## src/rtl/tmm_pkg.sv

```systemverilog
`timescale 1ns / 1ps

package tmm_pkg;

    localparam int MAX_PIXELS_DEF  = 65536;
    localparam int COMP_BITS_DEF   = 24;
    localparam int QUEUE_DEPTH_DEF = 4;
    localparam int OUT_BITS        = 8;
    localparam int LANES           = 3;

    typedef enum logic [1:0] {
        FUNC_LOAD  = 2'd0,
        FUNC_FETCH = 2'd1,
        FUNC_BEGIN = 2'd2
    } func_t;

    typedef enum logic [2:0] {
        BK_IDLE = 3'd0,
        BK_PREP = 3'd1,
        BK_MUL  = 3'd2,
        BK_DIV  = 3'd3,
        BK_DONE = 3'd4
    } back_state_t;

    typedef struct packed {
        logic last;
        logic none;
    } flags_t;

endpackage

```

## src/rtl/tmm_queue.sv

```systemverilog
`timescale 1ns / 1ps

module tmm_queue #(
    parameter int WIDTH       = 8,
    parameter int QUEUE_DEPTH = tmm_pkg::QUEUE_DEPTH_DEF
) (
    input  logic                                 aclk,
    input  logic                                 aresetn,
    input  logic                                 push,
    input  logic [WIDTH-1:0]                     push_data,
    input  logic                                 pop,
    output logic                                 head_valid,
    output logic [WIDTH-1:0]                     head_data,
    output logic [$clog2(QUEUE_DEPTH+1)-1:0]     level
);

    localparam int PW = (QUEUE_DEPTH > 1) ? $clog2(QUEUE_DEPTH) : 1;
    localparam int LW = $clog2(QUEUE_DEPTH + 1);

    logic [WIDTH-1:0] slot_reg [QUEUE_DEPTH];
    logic [PW-1:0]    wr_ptr_reg, wr_ptr_next;
    logic [PW-1:0]    rd_ptr_reg, rd_ptr_next;
    logic [LW-1:0]    level_reg, level_next;
    logic             do_pop;

    assign do_pop     = pop && (level_reg != '0);
    assign head_valid = (level_reg != '0);
    assign head_data  = slot_reg[rd_ptr_reg];
    assign level      = level_reg;

    always_comb begin
        wr_ptr_next = wr_ptr_reg;
        rd_ptr_next = rd_ptr_reg;
        level_next  = level_reg;
        if (push) begin
            wr_ptr_next = (wr_ptr_reg == PW'(QUEUE_DEPTH - 1)) ? '0 : PW'(wr_ptr_reg + PW'(1));
        end
        if (do_pop) begin
            rd_ptr_next = (rd_ptr_reg == PW'(QUEUE_DEPTH - 1)) ? '0 : PW'(rd_ptr_reg + PW'(1));
        end
        if (push && !do_pop) begin
            level_next = LW'(level_reg + LW'(1));
        end else if (!push && do_pop) begin
            level_next = LW'(level_reg - LW'(1));
        end
    end

    always_ff @(posedge aclk) begin
        if (!aresetn) begin
            wr_ptr_reg <= '0;
            rd_ptr_reg <= '0;
            level_reg  <= '0;
        end else begin
            wr_ptr_reg <= wr_ptr_next;
            rd_ptr_reg <= rd_ptr_next;
            level_reg  <= level_next;
        end
    end

    always_ff @(posedge aclk) begin
        if (push) begin
            slot_reg[wr_ptr_reg] <= push_data;
        end
    end

endmodule

```

## config.mk

```make
export PLATFORM = sky130hd
export DESIGN_NAME = tmm_queue
export DESIGN_NICKNAME = d
export VERILOG_FILES = /design/src/rtl/tmm_pkg.sv /design/src/rtl/tmm_queue.sv
export SDC_FILE = /design/constraint.sdc
export NUM_CORES = 1
export LEC_CHECK = 0
export BUFFER_PORTS_ARGS = -buffer_cell sky130_fd_sc_hd__buf_2
export CAP_MARGIN = 5
export CORE_MARGIN = 4
export CORE_UTILIZATION = 50
export CTS_CLUSTER_DIAMETER = 200
export DETAILED_ROUTE_END_ITERATION = 16
export PLACE_DENSITY = 0.74
export SYNTH_ARGS = -nofsm -noshare
export SYNTH_HDL_FRONTEND = slang
export SYNTH_SLANG_ARGS = --single-unit
```

## constraint.sdc

```tcl
create_clock -name aclk -period 2.6 [get_ports aclk]
set_input_delay 0.13 -clock aclk [delete_from_list [all_inputs] [get_ports aclk]]
set_output_delay 0.13 -clock aclk [all_outputs]
set_load 0.005 [all_outputs]
```

==> qor.txt <==
Placed Area - 1780 um^2
Pre-antenna DRT Iters - 4
Clk buf depth - 2
FP Rows - 20
Util after Layout - 62.2%
Global-route wire length before repair - 4350 um
Peak VDD IR - 464 uV
CTS tree - yes
Detailed-route DRC error count - 0
CP Buf/Inv Count - 1
Area delta synth->final - 18.0%
Max incr delay on CP - 0.39 ns
Grt total ovfl - 0
Fin crit period - 2.08 ns
Yosys reg bits - 41
Postcts setup bufs - 0
Mux cell area share after synthesis - 13.0%
Antenna violations before repair - 0
Vias post-DR - 840
Syn Nets - 106
CTS Buf Count - 5
Estimated wirelength of the detail-placed design - 1710 um
Largest family of logic cells by synthesized area - multiplexers
Routability cong. - 0.800
Register area share after synthesis - 70.3%
CTS Hold Buffers Added - 7
Crit-path cells - o31ai_4, ha_1, inv_1, fa_1, xor2_1, or3_1, a21boi_1
Outcome - finished clean
Share of cells above drive strength 1 - 30.6%
Type of origin of the critical path - register
Count of final hold-check violations - 0
Commonest cells after routing, fill and taps aside - edfxtp_1 (32), buf_2 (23), dfxtp_1 (9)
Final Cycle Share - 80.2%
Crit. End Element - register
GR Util All Layers - 14.6%
Routed length per instance - 14.9 um
Slowest stage cell on the critical path - dfxtp_1
Core area - 3080 um^2
# nets final - 142
CTS H-tree depth - 2
CTS resizes - 0
Met3 routed WL - 134 um
Worst Hold Class - primary input to register
Worst path top cell family by delay - adder cells
Post-Place Cells - 152
Max FFs per register - 32
Post-synthesis cell area - 1620 um^2
Clock network latency to the later pin of the worst-skew pair - 0.35 ns
# IOs - 24
CTS Sinks - 41
Final WL - 2500 um
Area share of xor/xnor cells in the synthesized design - 1.08%
Clock slew seen by the registers of the worst setup and hold paths - 0.11 ns
Max Fanout on Critical Path - 5
Max_slew headroom - 64.9%
Number of max-cap violations - 0
PD cells - 786 nW/um^2
Unrepaired setup endpoints after global routing - no
Diodes inserted - 0
Chip height - 65.0 um
Most common cell after layout, fill and taps aside - edfxtp_1
Wl on met1 - 1060 um
Setup violators final - 0
Final ANT Viol Nets - 0
Non-filler cells, final - 168
Vias in the first global route - 896
Fin. max-slew vios - 0
Required @ worst endpoint - 2.89 ns
Chip Width - 65.0 um
DR vias/cell - 5.00
CP Data Arrival Time - 2.37 ns
Largest net degree at the start of global routing - 13
Starting Density - 52.7%
Maximum achievable frequency - 480 MHz
Leakage power - 0.703 nW
Root Buffer - clkbuf_4
Synth Area in Compound Gates - 2.70%
Synth warn - 0
Synth cell types - 20
Port Buffers - 23
Clock Skews - 0.00952 ns
Critical path start-end classification - register to register
Max Used Layer - met4
Least-Margin Pin Slew - 0.526 ns
Met2 WL - 1250 um
Initial DRC Count - 43
Mapped Avg Cell Area - 18.7 um^2
Fin area - 1920 um^2
Post-Synth Adder-Cell Area - 5.86%
Die ar. - 4220 um^2
Post-Syn Instances - 87
Final setup TNS - 0 ns
Post-Synth Simple-Gate Area - 5.40%
[through the flow]
step / worst slack (ns) / power, mW / hold WS [ns]
finish: 0.516 / 1.51 / 0.102
global route: 0.370 / 1.61 / 0.0881
CTS: 0.507 / 1.53 / 0.000493
detailed placement: 0.532 / 1.20 / 0.355
global placement: 0.625 / 1.19 / 0.341
floorplan: 0.653 / 1.09 / 0.229
[cell usage after synthesis]
master     n  area share (%)
o31ai_4    1             1.3
nor2_1     2            0.46
xnor2_1    1            0.54
nor2b_1    3             1.2
clkbuf_2   1            0.31
buf_6      1            0.69
nand2_1    2            0.46
inv_1      3            0.69
a21boi_1   1            0.46
edfxtp_1  32              59
or3_1      2            0.77
and2_1     5             1.9
o21ai_0    3            0.92
dfxtp_1    9              11
mux4_2     8              11
fa_1       1             1.2
nand3_1    2            0.62
xor2_1     1            0.54
ha_1       6             4.6
mux2i_1    3             1.9
[worst paths after layout]
path	from	to	slack, ns	depth (start not counted)
setup / recovery	level[1]	level[2]	0.52	7
hold / removal	aresetn	wr_ptr_reg[1]	0.10	2
setup reg to reg	level[1]	level[2]	0.52	7
hold reg to reg	rd_ptr_reg[1]	register	0.55	2
[kinds of logic after synthesis]
group / Yosys count
xor gates and xnor gates: 2
DFF: 41
muxes: 11
adders and majority gates: 7
and+or+nand+nor: 16
buffers and inverters: 5
AOI/OAI and AO/OA: 5
[where the power goes]
group,switching [mW],internal [mW],total [mW]
Combinational,0.128,0.207,0.335
Sequential,0.0840,0.768,0.852
Clock,0.185,0.133,0.319
Total,0.398,1.11,1.51
[per-layer routing]
layer	track usage (%)	up-vias
li1	-	403
met1	17.7	408
met2	22.7	24
met3	5.72	5
met4	7.12	0
met5	0	-
[layout make-up]
| type | count | area, um^2 |
|---|---|---|
| tap | 44 | 55.1 |
| sequential | 41 | 1140 |
| fill | 239 | 1160 |
| inverter | 3 | 11.3 |
| multi-input combinational | 41 | 454 |
| timing repair buffer | 31 | 195 |
| clock buffer | 8 | 58.8 |
Power figures use the tool's default switching activity.
